[src/hdl/lfo_pkg.sv]
// ---------------------------------------------------------------------------
// lfo_pkg
// Types, constants and the arctangent table of the LFO sample modulator.
// ---------------------------------------------------------------------------
package lfo_pkg;

    localparam int SAMPLE_BITS_DEF   = 24;
    localparam int PHASE_BITS_DEF    = 32;
    localparam int POSITION_BITS_DEF = 20;

    localparam int PERIOD_LEN_RST = 44100;
    localparam int PHASE_STEP_RST = 97391;

    // CORDIC datapath: x and y carry 34 fraction bits, the angle is in 2^-32 turn.
    localparam int CORDIC_ITERS = 24;
    localparam int ITER_BITS    = $clog2(CORDIC_ITERS);
    localparam int CORDIC_FRAC  = 34;
    localparam int CORDIC_W     = 38;
    localparam int ANGLE_W      = 32;
    localparam int ATAN_W       = 30;

    localparam logic signed [CORDIC_W-1:0] CORDIC_GAIN_INV = 38'sd10432525985;

    localparam int CFG_INDEX_BITS = 2;

    typedef enum logic [CFG_INDEX_BITS-1:0] {
        CFG_PERIOD_LEN = 2'd0,
        CFG_PHASE_STEP = 2'd1,
        CFG_INIT_PHASE = 2'd2,
        CFG_WAVEFORM   = 2'd3
    } t_cfg_index;

    typedef enum logic [1:0] {
        OP_MUL  = 2'd0,
        OP_ADD  = 2'd1,
        OP_SUB  = 2'd2,
        OP_PASS = 2'd3
    } t_opcode;

    typedef enum logic [1:0] {
        QUAD_0 = 2'd0,
        QUAD_1 = 2'd1,
        QUAD_2 = 2'd2,
        QUAD_3 = 2'd3
    } t_quadrant;

    typedef struct packed {
        logic      start;
        t_quadrant quad;
    } t_cordic_ctrl;

    function automatic logic [ATAN_W-1:0] atan_turns(input logic [ITER_BITS-1:0] idx);
        logic [ATAN_W-1:0] v;
        case (idx)
            5'd0:    v = 30'd536870912;
            5'd1:    v = 30'd316933406;
            5'd2:    v = 30'd167458907;
            5'd3:    v = 30'd85004756;
            5'd4:    v = 30'd42667331;
            5'd5:    v = 30'd21354465;
            5'd6:    v = 30'd10679838;
            5'd7:    v = 30'd5340245;
            5'd8:    v = 30'd2670163;
            5'd9:    v = 30'd1335087;
            5'd10:   v = 30'd667544;
            5'd11:   v = 30'd333772;
            5'd12:   v = 30'd166886;
            5'd13:   v = 30'd83443;
            5'd14:   v = 30'd41722;
            5'd15:   v = 30'd20861;
            5'd16:   v = 30'd10430;
            5'd17:   v = 30'd5215;
            5'd18:   v = 30'd2608;
            5'd19:   v = 30'd1304;
            5'd20:   v = 30'd652;
            5'd21:   v = 30'd326;
            5'd22:   v = 30'd163;
            5'd23:   v = 30'd81;
            default: v = '0;
        endcase
        return v;
    endfunction

endpackage

[src/hdl/lfo_cordic.sv]
// ---------------------------------------------------------------------------
// lfo_cordic
// Iterative rotation-mode CORDIC: one shift-add stage reused for every iteration,
// then the result is mapped back to the quadrant of the input phase.
// ---------------------------------------------------------------------------
module lfo_cordic (
    input  logic                                 i_clk,
    input  logic                                 i_rst_n,
    input  lfo_pkg::t_cordic_ctrl                i_ctrl,
    input  logic [lfo_pkg::ATAN_W-1:0]           i_angle,
    output logic                                 o_done,
    output logic signed [lfo_pkg::CORDIC_W-1:0]  o_value
);

    localparam int CW = lfo_pkg::CORDIC_W;
    localparam int AW = lfo_pkg::ANGLE_W;
    localparam int IW = lfo_pkg::ITER_BITS;

    logic signed [CW-1:0] r_x, r_y, n_x, n_y;
    logic signed [AW-1:0] r_z, n_z;
    logic [IW-1:0]        r_iter;
    logic                 r_busy;
    logic                 r_done;
    lfo_pkg::t_quadrant   r_quad;

    logic signed [CW-1:0] dx, dy;
    logic signed [AW-1:0] atan_ext;

    always_comb begin
        dx       = r_y >>> r_iter;
        dy       = r_x >>> r_iter;
        atan_ext = signed'({{(AW - lfo_pkg::ATAN_W){1'b0}}, lfo_pkg::atan_turns(r_iter)});
        if (!r_z[AW-1]) begin
            n_x = r_x - dx;
            n_y = r_y + dy;
            n_z = r_z - atan_ext;
        end else begin
            n_x = r_x + dx;
            n_y = r_y - dy;
            n_z = r_z + atan_ext;
        end
    end

    always_ff @(posedge i_clk) begin
        if (!i_rst_n) begin
            r_busy <= 1'b0;
            r_done <= 1'b0;
            r_iter <= '0;
        end else begin
            r_done <= 1'b0;
            if (i_ctrl.start) begin
                r_busy <= 1'b1;
                r_iter <= '0;
            end else if (r_busy) begin
                if (r_iter == IW'(lfo_pkg::CORDIC_ITERS - 1)) begin
                    r_busy <= 1'b0;
                    r_done <= 1'b1;
                end else begin
                    r_iter <= r_iter + 1'b1;
                end
            end
        end
    end

    always_ff @(posedge i_clk) begin
        if (i_ctrl.start) begin
            r_x    <= lfo_pkg::CORDIC_GAIN_INV;
            r_y    <= '0;
            r_z    <= signed'({{(AW - lfo_pkg::ATAN_W){1'b0}}, i_angle});
            r_quad <= i_ctrl.quad;
        end else if (r_busy) begin
            r_x <= n_x;
            r_y <= n_y;
            r_z <= n_z;
        end
    end

    // The rotation covers one quadrant; the others follow by symmetry.
    always_comb begin
        case (r_quad)
            lfo_pkg::QUAD_0: o_value = r_x;
            lfo_pkg::QUAD_1: o_value = -r_y;
            lfo_pkg::QUAD_2: o_value = -r_x;
            default:         o_value = r_y;
        endcase
    end

    assign o_done = r_done;

endmodule

[src/hdl/lfo_sample_modulator_core.sv]
// Sequence: a sine word waits in S_ROTATE for the CORDIC (24 passes through
// its single shift-add stage), a square word skips it; both then go through
// S_ROUND, S_MUL and S_DONE, which loads the output register once it is free.
// A new word is taken only in S_IDLE, after the last one has left S_DONE.
// Reset: synchronous, active low; control registers return to their defaults,
// position to zero and the phase to the start phase. No memory, no clearing pass.
// ---------------------------------------------------------------------------
// lfo_sample_modulator_core
// Tremolo: combines each audio word with a sine or square oscillator value by
// multiply, add or subtract, or passes it unchanged, with saturation and a clip flag.
// ---------------------------------------------------------------------------
module lfo_sample_modulator_core #(
    parameter int SAMPLE_BITS   = lfo_pkg::SAMPLE_BITS_DEF,
    parameter int PHASE_BITS    = lfo_pkg::PHASE_BITS_DEF,
    parameter int POSITION_BITS = lfo_pkg::POSITION_BITS_DEF
) (
    input  logic                                           i_clk,
    input  logic                                           i_rst_n,
    // configuration write channel
    input  logic                                           i_cfg_valid,
    output logic                                           o_cfg_ready,
    input  logic [lfo_pkg::CFG_INDEX_BITS-1:0]             i_cfg_index,
    input  logic [(PHASE_BITS > POSITION_BITS ? PHASE_BITS : POSITION_BITS)-1:0] i_cfg_data,
    // input channel
    input  logic                                           i_in_valid,
    output logic                                           o_in_ready,
    input  logic signed [SAMPLE_BITS-1:0]                  i_sample_in,
    input  logic [1:0]                                     i_opcode,
    input  logic                                           i_rectify,
    // output channel
    output logic                                           o_out_valid,
    input  logic                                           i_out_ready,
    output logic signed [SAMPLE_BITS-1:0]                  o_sample_out,
    output logic                                           o_clipped
);

    localparam int FRAC     = SAMPLE_BITS - 1;
    localparam int OSC_W    = SAMPLE_BITS + 1;
    localparam int PROD_W   = OSC_W + SAMPLE_BITS;
    localparam int PSUM_W   = PROD_W + 1;
    localparam int ACC_W    = SAMPLE_BITS + 2;
    localparam int RND_SH   = lfo_pkg::CORDIC_FRAC - FRAC;
    localparam int RND_W    = lfo_pkg::CORDIC_W + 1;
    localparam int POS1_W   = POSITION_BITS + 1;
    localparam int AW       = lfo_pkg::ANGLE_W;

    localparam logic signed [OSC_W-1:0] OSC_FULL  = {2'b01, {FRAC{1'b0}}};
    localparam logic signed [OSC_W-1:0] OSC_NFULL = {2'b11, {FRAC{1'b0}}};
    localparam logic signed [RND_W-1:0] RND_FULL  = {{(RND_W - OSC_W){1'b0}}, OSC_FULL};
    localparam logic signed [RND_W-1:0] RND_NFULL = {{(RND_W - OSC_W){1'b1}}, OSC_NFULL};
    localparam logic signed [RND_W-1:0] RND_HALF  = RND_W'(1) <<< (RND_SH - 1);
    localparam logic signed [PSUM_W-1:0] PROD_HALF = PSUM_W'(1) <<< (FRAC - 1);
    localparam logic signed [ACC_W-1:0] SAT_MAX   = {3'b000, {(SAMPLE_BITS-1){1'b1}}};
    localparam logic signed [ACC_W-1:0] SAT_MIN   = {3'b111, {(SAMPLE_BITS-1){1'b0}}};

    typedef enum logic [4:0] {
        S_IDLE   = 5'b00001,
        S_ROTATE = 5'b00010,
        S_ROUND  = 5'b00100,
        S_MUL    = 5'b01000,
        S_DONE   = 5'b10000
    } t_state;

    t_state r_state, n_state;

    // configuration and oscillator state
    logic [POSITION_BITS-1:0] r_period_len;
    logic [PHASE_BITS-1:0]    r_phase_step;
    logic [PHASE_BITS-1:0]    r_init_phase;
    logic                     r_waveform;
    logic [POSITION_BITS-1:0] r_position;
    logic [PHASE_BITS-1:0]    r_phase_acc;

    // per-word working registers
    logic signed [SAMPLE_BITS-1:0] r_sample;
    lfo_pkg::t_opcode              r_opcode;
    logic                          r_rectify;
    logic                          r_is_square;
    logic signed [OSC_W-1:0]       r_square_val;
    logic signed [OSC_W-1:0]       r_osc, n_osc;
    logic signed [PROD_W-1:0]      r_prod;

    logic                          r_out_valid;
    logic signed [SAMPLE_BITS-1:0] r_sample_out;
    logic                          r_clipped;

    logic in_fire, out_fire, cfg_fire, out_load;

    logic [PHASE_BITS+AW-1:0] phase_wide;
    logic [AW-1:0]            turn;
    lfo_pkg::t_quadrant       quad;
    logic signed [OSC_W-1:0]  square_val;

    lfo_pkg::t_cordic_ctrl             cordic_ctrl;
    logic                              cordic_done;
    logic signed [lfo_pkg::CORDIC_W-1:0] cordic_value;

    logic signed [RND_W-1:0]  rnd_sum, rnd_shift;
    logic signed [OSC_W-1:0]  osc_clamped, osc_pre;

    logic signed [PSUM_W-1:0] prod_sum, prod_shift;
    logic signed [ACC_W-1:0]  osc_ext, s_ext, res;
    logic signed [SAMPLE_BITS-1:0] n_sample_out;
    logic                     n_clipped;

    logic [POS1_W-1:0] pos_inc, plen;

    assign in_fire  = i_in_valid && o_in_ready;
    assign out_fire = r_out_valid && i_out_ready;
    assign cfg_fire = i_cfg_valid && o_cfg_ready;
    assign out_load = (r_state == S_DONE) && (!r_out_valid || i_out_ready);

    // Top 32 phase bits as a fraction of one turn.
    always_comb begin
        phase_wide = {r_phase_acc, {AW{1'b0}}};
        turn       = phase_wide[PHASE_BITS+AW-1 -: AW];
        quad       = lfo_pkg::t_quadrant'(turn[AW-1 -: 2]);
        if (turn == 32'h4000_0000 || turn == 32'hC000_0000) begin
            square_val = '0;
        end else begin
            case (quad) inside
                lfo_pkg::QUAD_0, lfo_pkg::QUAD_3: square_val = OSC_FULL;
                default:                          square_val = OSC_NFULL;
            endcase
        end
    end

    assign cordic_ctrl.start = in_fire && !r_waveform;
    assign cordic_ctrl.quad  = quad;

    lfo_cordic u_cordic (
        .i_clk   (i_clk),
        .i_rst_n (i_rst_n),
        .i_ctrl  (cordic_ctrl),
        .i_angle (turn[lfo_pkg::ATAN_W-1:0]),
        .o_done  (cordic_done),
        .o_value (cordic_value)
    );

    // Round the Q34 CORDIC result to the sample fraction and clamp to +-1.0.
    always_comb begin
        rnd_sum   = RND_W'(cordic_value) + RND_HALF;
        rnd_shift = rnd_sum >>> RND_SH;
        if (rnd_shift > RND_FULL) begin
            osc_clamped = OSC_FULL;
        end else if (rnd_shift < RND_NFULL) begin
            osc_clamped = OSC_NFULL;
        end else begin
            osc_clamped = signed'(rnd_shift[OSC_W-1:0]);
        end
        osc_pre = r_is_square ? r_square_val : osc_clamped;
        n_osc   = (r_rectify && osc_pre[OSC_W-1]) ? -osc_pre : osc_pre;
    end

    // Combine and saturate.
    always_comb begin
        prod_sum   = PSUM_W'(r_prod) + PROD_HALF;
        prod_shift = prod_sum >>> FRAC;
        osc_ext    = ACC_W'(r_osc);
        s_ext      = ACC_W'(r_sample);
        case (r_opcode)
            lfo_pkg::OP_MUL: res = signed'(prod_shift[ACC_W-1:0]);
            lfo_pkg::OP_ADD: res = osc_ext + s_ext;
            lfo_pkg::OP_SUB: res = osc_ext - s_ext;
            default:         res = s_ext;
        endcase
        if (res > SAT_MAX) begin
            n_sample_out = SAT_MAX[SAMPLE_BITS-1:0];
            n_clipped    = 1'b1;
        end else if (res < SAT_MIN) begin
            n_sample_out = SAT_MIN[SAMPLE_BITS-1:0];
            n_clipped    = 1'b1;
        end else begin
            n_sample_out = res[SAMPLE_BITS-1:0];
            n_clipped    = 1'b0;
        end
    end

    always_comb begin
        n_state = r_state;
        unique case (r_state)
            S_IDLE: begin
                if (in_fire) begin
                    n_state = r_waveform ? S_ROUND : S_ROTATE;
                end
            end
            S_ROTATE: begin
                if (cordic_done) begin
                    n_state = S_ROUND;
                end
            end
            S_ROUND: n_state = S_MUL;
            S_MUL:   n_state = S_DONE;
            S_DONE: begin
                if (out_load) begin
                    n_state = S_IDLE;
                end
            end
            default: n_state = S_IDLE;
        endcase
    end

    always_comb begin
        pos_inc = POS1_W'(r_position) + POS1_W'(1);
        plen    = (r_period_len == '0) ? POS1_W'(1) : POS1_W'(r_period_len);
    end

    always_ff @(posedge i_clk) begin
        if (!i_rst_n) begin
            r_state      <= S_IDLE;
            r_out_valid  <= 1'b0;
            r_period_len <= POSITION_BITS'(lfo_pkg::PERIOD_LEN_RST);
            r_phase_step <= PHASE_BITS'(lfo_pkg::PHASE_STEP_RST);
            r_init_phase <= '0;
            r_waveform   <= 1'b0;
            r_position   <= '0;
            r_phase_acc  <= '0;
        end else begin
            r_state <= n_state;
            if (out_load) begin
                r_out_valid <= 1'b1;
            end else if (out_fire) begin
                r_out_valid <= 1'b0;
            end
            // Any register write restarts the oscillator at the start phase.
            if (cfg_fire) begin
                r_position <= '0;
                if (lfo_pkg::t_cfg_index'(i_cfg_index) == lfo_pkg::CFG_INIT_PHASE) begin
                    r_phase_acc <= i_cfg_data[PHASE_BITS-1:0];
                end else begin
                    r_phase_acc <= r_init_phase;
                end
                unique case (lfo_pkg::t_cfg_index'(i_cfg_index))
                    lfo_pkg::CFG_PERIOD_LEN: r_period_len <= i_cfg_data[POSITION_BITS-1:0];
                    lfo_pkg::CFG_PHASE_STEP: r_phase_step <= i_cfg_data[PHASE_BITS-1:0];
                    lfo_pkg::CFG_INIT_PHASE: r_init_phase <= i_cfg_data[PHASE_BITS-1:0];
                    lfo_pkg::CFG_WAVEFORM:   r_waveform   <= i_cfg_data[0];
                    default: ;
                endcase
            end else if (in_fire) begin
                if (pos_inc >= plen) begin
                    r_position  <= '0;
                    r_phase_acc <= r_init_phase;
                end else begin
                    r_position  <= pos_inc[POSITION_BITS-1:0];
                    r_phase_acc <= r_phase_acc + r_phase_step;
                end
            end
        end
    end

    always_ff @(posedge i_clk) begin
        if (in_fire) begin
            r_sample     <= i_sample_in;
            r_opcode     <= lfo_pkg::t_opcode'(i_opcode);
            r_rectify    <= i_rectify;
            r_is_square  <= r_waveform;
            r_square_val <= square_val;
        end
        if (r_state == S_ROUND) begin
            r_osc <= n_osc;
        end
        if (r_state == S_MUL) begin
            r_prod <= PROD_W'(r_osc) * PROD_W'(r_sample);
        end
        if (out_load) begin
            r_sample_out <= n_sample_out;
            r_clipped    <= n_clipped;
        end
    end

    assign o_cfg_ready  = 1'b1;
    assign o_in_ready   = (r_state == S_IDLE);
    assign o_out_valid  = r_out_valid;
    assign o_sample_out = r_sample_out;
    assign o_clipped    = r_clipped;

endmodule

[config.mk]
export PLATFORM = sky130hd
export DESIGN_NAME = lfo_sample_modulator_core
export DESIGN_NICKNAME = d
export VERILOG_FILES = /design/src/hdl/lfo_pkg.sv /design/src/hdl/lfo_cordic.sv /design/src/hdl/lfo_sample_modulator_core.sv
export SDC_FILE = /design/constraint.sdc
export NUM_CORES = 2
export LEC_CHECK = 0
export ABC_AREA = 1
export BUFFER_PORTS_ARGS = -buffer_cell sky130_fd_sc_hd__buf_4
export CAP_MARGIN = 20
export CORE_UTILIZATION = 50
export CTS_CLUSTER_DIAMETER = 120
export DETAILED_ROUTE_END_ITERATION = 6
export PLACE_DENSITY = 0.66
export SLEW_MARGIN = 20
export SYNTH_ARGS = -nofsm -noshare
export SYNTH_HDL_FRONTEND = slang
export SYNTH_SLANG_ARGS = --single-unit
[constraint.sdc]
create_clock -name i_clk -period 7.68 [get_ports i_clk]
set_input_delay 1.536 -clock i_clk [delete_from_list [all_inputs] [get_ports i_clk]]
set_output_delay 1.536 -clock i_clk [all_outputs]
set_load 0.05 [all_outputs]
# Word level (Yosys, flattened, before mapping)

Memory sizes are Yosys's and may differ from the RTL's. A register that Yosys moved wholly into a read port is not among the register bits.
Index checks and enable logic that the tools add are counted.

Register bits after elaboration: 412
Memory bits (read-only): 960
Bits of input ports: 66
Output and inout port bits: 28
Word-level logic and storage cells: 131
Memories: 1

$add $sub $neg: 16
Multiply operators: 1
$lt $le $gt $ge: 5
Eq/ne operators: 19
Shifts and indexed selects: 2
Mux-type cells: 33
Bitwise operators: 3
Reductions and logical operators: 26

Memory list:

| memory          | words | bits a word | rd ports | clocked after Yosys merged registers in | write ports | RTL line      | source |
|---|---|---|---|---|---|---|---|
| (no name shown) | 32    | 30          | 1        | 1                                       | 0           | lfo_pkg.sv:54 | `case (idx)` |

Operators with widths:

| cell                                                                               | count |
|---|---|
| 32-bit 2-to-1 mux                                                                  | 5 |
| 25-bit 2-to-1 mux                                                                  | 5 |
| 38-bit one-hot mux with 3 select lines                                             | 1 |
| 26-bit one-hot mux with 3 select lines                                             | 1 |
| 38-bit adder                                                                       | 2 |
| 38-bit 2-to-1 mux                                                                  | 2 |
| 38-bit negation                                                                    | 2 |
| 38-bit by 5-bit >>> shifter with 38-bit output                                     | 2 |
| 38-bit subtractor                                                                  | 2 |
| 30-bit 2-to-1 mux                                                                  | 2 |
| 49-bit by 24-bit adder with 49-bit output (second input constant)                  | 1 |
| 25-bit by 24-bit multiplier with 49-bit output                                     | 1 |
| 20-bit 2-to-1 mux                                                                  | 2 |
| 38-bit by 12-bit adder with 39-bit output (second input constant)                  | 1 |
| 32-bit by 31-bit adder with 32-bit output                                          | 1 |
| 32-bit adder                                                                       | 1 |
| 32-bit by 31-bit equality test with 1-bit output (second input constant)           | 1 |
| 32-bit equality test (second input constant)                                       | 1 |
| 32-bit by 31-bit subtractor with 32-bit output                                     | 1 |
| 28-bit by 25-bit greater-than comparator with 1-bit output (second input constant) | 1 |
| 28-bit by 24-bit < comparator with 1-bit output (second input constant)            | 1 |
| 25-bit by 24-bit adder with 26-bit output                                          | 1 |
| 26-bit by 24-bit greater-than comparator with 1-bit output (second input constant) | 1 |
| 26-bit by 24-bit < comparator with 1-bit output (second input constant)            | 1 |
| 30 further kinds                                                                   | 66 |

# Logic depth before layout (Yosys ltp)

Depth in word-level cells: 9
Gate-level depth with buffers: 43
Mapped depth without buffers: 41

# By module

From an unflattened synthesis, not the netlist that was laid out.

Cells, all modules: 8721
Area, all modules: 59803.6 um2

Modules (own cells, without submodules):

| module                    | instances | cells each | area each (um2) | sequential area each (um2) |
|---|---|---|---|---|
| lfo_sample_modulator_core | 1         | 5141       | 39158.8         | 6075.8 |
| lfo_cordic                | 1         | 3580       | 20644.8         | 3263.1 |

# Worst setup path after synthesis

No wires, ideal clock.

Path type: reg2reg
Start point: register r_sample[7]
End point: register r_prod[48], data pin
Setup time: 0.264 ns
Arrival: 6.681 ns
Path slack: 0.736 ns
Cell stages (with the launch flop): 34
Buffers on the path: 2
Path through: edfxtp_1 > clkbuf_1 > clkbuf_1 > nand2_1 > inv_1 > fa_1 > fa_1 > inv_1 > fa_1 > inv_1 > fa_1 > inv_1 > fa_1 > inv_1 > fa_1 > inv_1 > fa_1 > inv_1 > ha_1 > nand2_1 > nor2_1 > a211oi_1 > nor2_1 > a2111oi_0 > o211a_1 > o21ai_0 > nand2_1 > nand2_1 > nand2_1 > nand2_1 > nand3_1 > o211ai_1 > a31oi_1 > xor2_1

Longest elaborated chain between the ends: 1

RTL lines:

| what                                           | RTL line                         | source |
|---|---|---|
| start, declared                                | lfo_sample_modulator_core.sv:75  | `logic signed [SAMPLE_BITS-1:0] r_sample;` |
| start signal, assigned                         | lfo_sample_modulator_core.sv:254 | `r_sample <= i_sample_in;` |
| 25-bit by 24-bit multiplier with 49-bit output | lfo_sample_modulator_core.sv:264 | `r_prod <= PROD_W'(r_osc) * PROD_W'(r_sample);` |
| end signal, assigned                           | lfo_sample_modulator_core.sv:264 |  |
| end, declared                                  | lfo_sample_modulator_core.sv:81  | `logic signed [PROD_W-1:0] r_prod;` |

No other way between the ends.
A chain may end at the register's enable or synchronous reset.

# Worst setup path in the final report

Start point: register r_osc[5]
End point: register r_prod[40], data pin

Longest elaborated chain between the ends: 1

RTL lines:

| what                                           | RTL line                         | source |
|---|---|---|
| start, declared                                | lfo_sample_modulator_core.sv:80  | `logic signed [OSC_W-1:0] r_osc, n_osc;` |
| start signal, assigned                         | lfo_sample_modulator_core.sv:261 | `r_osc <= n_osc;` |
| 25-bit by 24-bit multiplier with 49-bit output | lfo_sample_modulator_core.sv:264 |  |

No other way between the ends.

==> flow_summary.yaml <==
status:
  status: "finished, final reports clean"
yosys:
  synth_top_area_frac: 0.2202
  synth_area_mm2: 0.05755
  synthArstFlopShare: 0
  yosys_register_bits: 397
  synthFlopType: "dfxtp_1"
  synth-edff-count: 139
  yosysUniqueCellTypes: 76
  yosysWarnings: 0
  syn-num-nets: 9161
  synth.largest_area_cell: "fa_1"
  avgSynthCellArea_um2: 7.080
  yosysSeqAreaShare: 0.1623
  syn_inst: 8128
  synthTopCellsByArea: "fa_1 22%, nand2_1 12%, inv_1 10%, dfxtp_1 9.0%, ha_1 7.3%"
die:
  fp-row-count: 124
  die_h_um: 341.3
  ios: 94
  fp.dieArea_mm2: 0.1165
  core_area_mm2: 0.1142
  fp.dieW_um: 341.3
  start_util: 0.5040
timing:
  hold_violations: 0
  post-route-period-util: 0.9544
  rsz0062_at_grt: "no"
  period_needed_ps: 7330
  fin_skew_ps: 73.64
  worstMarginPinSlew_ps: 1097
  relSlewSlack: 0.2659
  report.final.slew_viol_count: 0
  finalSetupViolations: 0
  setup_tns_ps: 0
  max_freq_mhz: 136.4
worst_setup_path:
  r2r_end: "r_prod[40]$_DFFE_PP_"
  cp-end-kind: "flip-flop"
  worstSetupPathType: "flip-flop to flip-flop"
  timing.rr.start: "r_osc[5]$_DFFE_PP_"
  cp-start-kind: "flip-flop"
  reg2reg_slack_ps: 350
  slowest_stage: "fa_1"
  arrival_ps: 7700
  cp_slowest_stage_delay_ps: 550
  path_max_fanout: 21
  cp.required_ps: 8050
  cp_common_cell: "fa_1"
  ff2ff_path_depth: 31
clock_network:
  cts_buffers: 51
  clockBufferDepth: 3
  clkSinkCount: 397
  cts_hold_buf: 0
  htreeDepth: 2
  cts_tree: "built"
  clk_pin_slew_ps: 60
  clk_latency_ps: 680
  root_buffer: "clkbuf_16"
grt:
  antenna_found_initial: 16
  grt_max_degree: 102
  gr-total-overflow: 0
  grt_usage: 0.3342
  grt_pass1_wl_um: 302900
  grt_pass1_vias: 52350
run:
  drv_cap: 0
detailed_routing:
  firstDrtPassIters: 6
  wl_met3_um: 15020
  wire_per_inst_um: 20.19
  drc: 0
  wl_um: 195200
  num_vias: 53820
  wl_met1_um: 83530
  ant_nets: 0
  drt_iter0_drc: 4630
  wl_met2_um: 89480
  viasPerCell: 5.568
  top_layer: "met5"
place:
  portBuffers: 92
  dpl.hpwl_um: 159400
  place_congestion: 0.9934
hold_path:
  whs_endpoint: "r_phase_step[11]$_SDFFE_PN1P_"
  whs_path_depth: 2
  min_from: "r_phase_step[11]$_SDFFE_PN1P_"
  min_path_type: "flip-flop to flip-flop"
finish:
  nNetsFinal: 9144
  drive_gt1_frac: 0.06782
  layout_commonest_cell: "nand2_1"
  layout_common_cells: "1887 x nand2_1, 1533 x inv_1, 633 x fa_1"
  syn_to_final_growth_pct: 7.764
area by class of cell:
cell class                      count  area [um2]
Fill cell                       11350       52170
Multi-Input combinational cell   5848       41020
Sequential cell                   397        9346
Inverter                         1548        5811
Timing Repair Buffer              265        2117
Tap cell                         1512        1892
Clock buffer                       67        1433
Clock inverter                     29       394.1
Antenna cell                        1       2.502
routing by layer:
metal,global-route usage,vias up
met5,0,-
met4,0.1151,14
met3,0.04378,387
met2,0.5431,2157
met1,0.4574,25750
li1,-,25520
cell usage after synthesis, drive strengths merged (2+ instances only):
cell     count
o22ai       45
o21ai      646
ha         334
o2111ai      3
o311ai       3
o31ai        9
buf        110
o32ai        2
nand4       75
nor3        67
nor2       616
xor2       197
a31oi       76
o21bai       7
o21a        43
nand3b      18
nor4        26
o41ai        3
a21oi      498
a211oi      10
mux2i       45
o211ai      69
clkbuf     225
o221ai      16
a21o         6
inv       1542
a22oi        2
a21boi       9
edfxtp     139
fa         633
or4          3
xnor2      112
clkinv       6
dfxtp      258
nand3      276
nand2     1933
or2         48
and2         2
a2111oi      2
and3         3
worst max path at each step:
stage,startpoint,end,slack (ps),depth (start not counted)
after floorplan,r_sample[7]$_DFFE_PP_,r_prod[48]$_DFFE_PP_,740,33
after global placement,r_osc[7]$_DFFE_PP_,r_prod[47]$_DFFE_PP_,300,33
after detailed placement,r_osc[7]$_DFFE_PP_,r_prod[47]$_DFFE_PP_,250,33
after CTS,r_osc[12]$_DFFE_PP_,r_prod[44]$_DFFE_PP_,230,30
after global routing,r_osc[16]$_DFFE_PP_,r_prod[48]$_DFFE_PP_,4,29
final,r_osc[5]$_DFFE_PP_,r_prod[40]$_DFFE_PP_,350,31
registers in the layout, summed over array words and instances, names as in the netlist, 2 cells and up:
| name | flops |
|---|---|
| u_cordic.r_x | 38 |
| r_sample | 24 |
| u_cordic.r_z | 32 |
| r_phase_acc | 32 |
| r_period_len | 20 |
| r_osc | 25 |
| r_prod | 27 |
| u_cordic.r_quad | 2 |
| o_sample_out | 24 |
| r_opcode | 2 |
| r_phase_step | 32 |
| u_cordic.atan_ext | 30 |
| r_square_val | 2 |
| r_position | 20 |
| u_cordic.r_y | 38 |
| u_cordic.r_iter | 5 |
| r_init_phase | 32 |
| r_state | 5 |
stage by stage:
step | util | hold WS [ps] | instances | setup slack (ps) | cell area (um2)
after floorplan | - | 435.4 | 8128 | 735.7 | 57550
after global placement | 0.5259 | 448.5 | 9557 | 297.1 | 60050
after detailed placement | 0.5262 | 451.9 | 9558 | 254.8 | 60080
after CTS | 0.5422 | 467.5 | 9654 | 226.7 | 61910
after global routing | 0.5431 | 498.8 | 9666 | 4.301 | 62010
final | 0.5431 | 469.6 | 9667 | 350.1 | 62020
timing repair:
item,4_1_cts,5_1_grt
endpoints found under the setup margin,0,5
resized for setup,0,2
setup buffers,0,11
worst max-delay path, delay by kind of cell (launching register included):
family	cells	cell delay (ps)
compound gates	5	1050
flops	1	480
simple gates	9	730
fa+ha+maj	8	3900
xor+xnor	1	130
buf+inv	8	790
cell families after synthesis:
logic type               count (synthesis)  synth area share
AO/OA/AOI/OAI                         1457            0.1398
buffers and inverters                 1883            0.1259
XOR/XNOR                               309           0.04716
multiplexers                            45          0.007827
flip-flops                             397            0.1623
AND/OR/NAND/NOR                       3069            0.2242
other                                    1        0.00006516
adder cells (fa/ha/maj)                967            0.2928
Power is not shown: default switching activity piles up to over one toggle a cycle in this logic, so the estimate is an artifact.
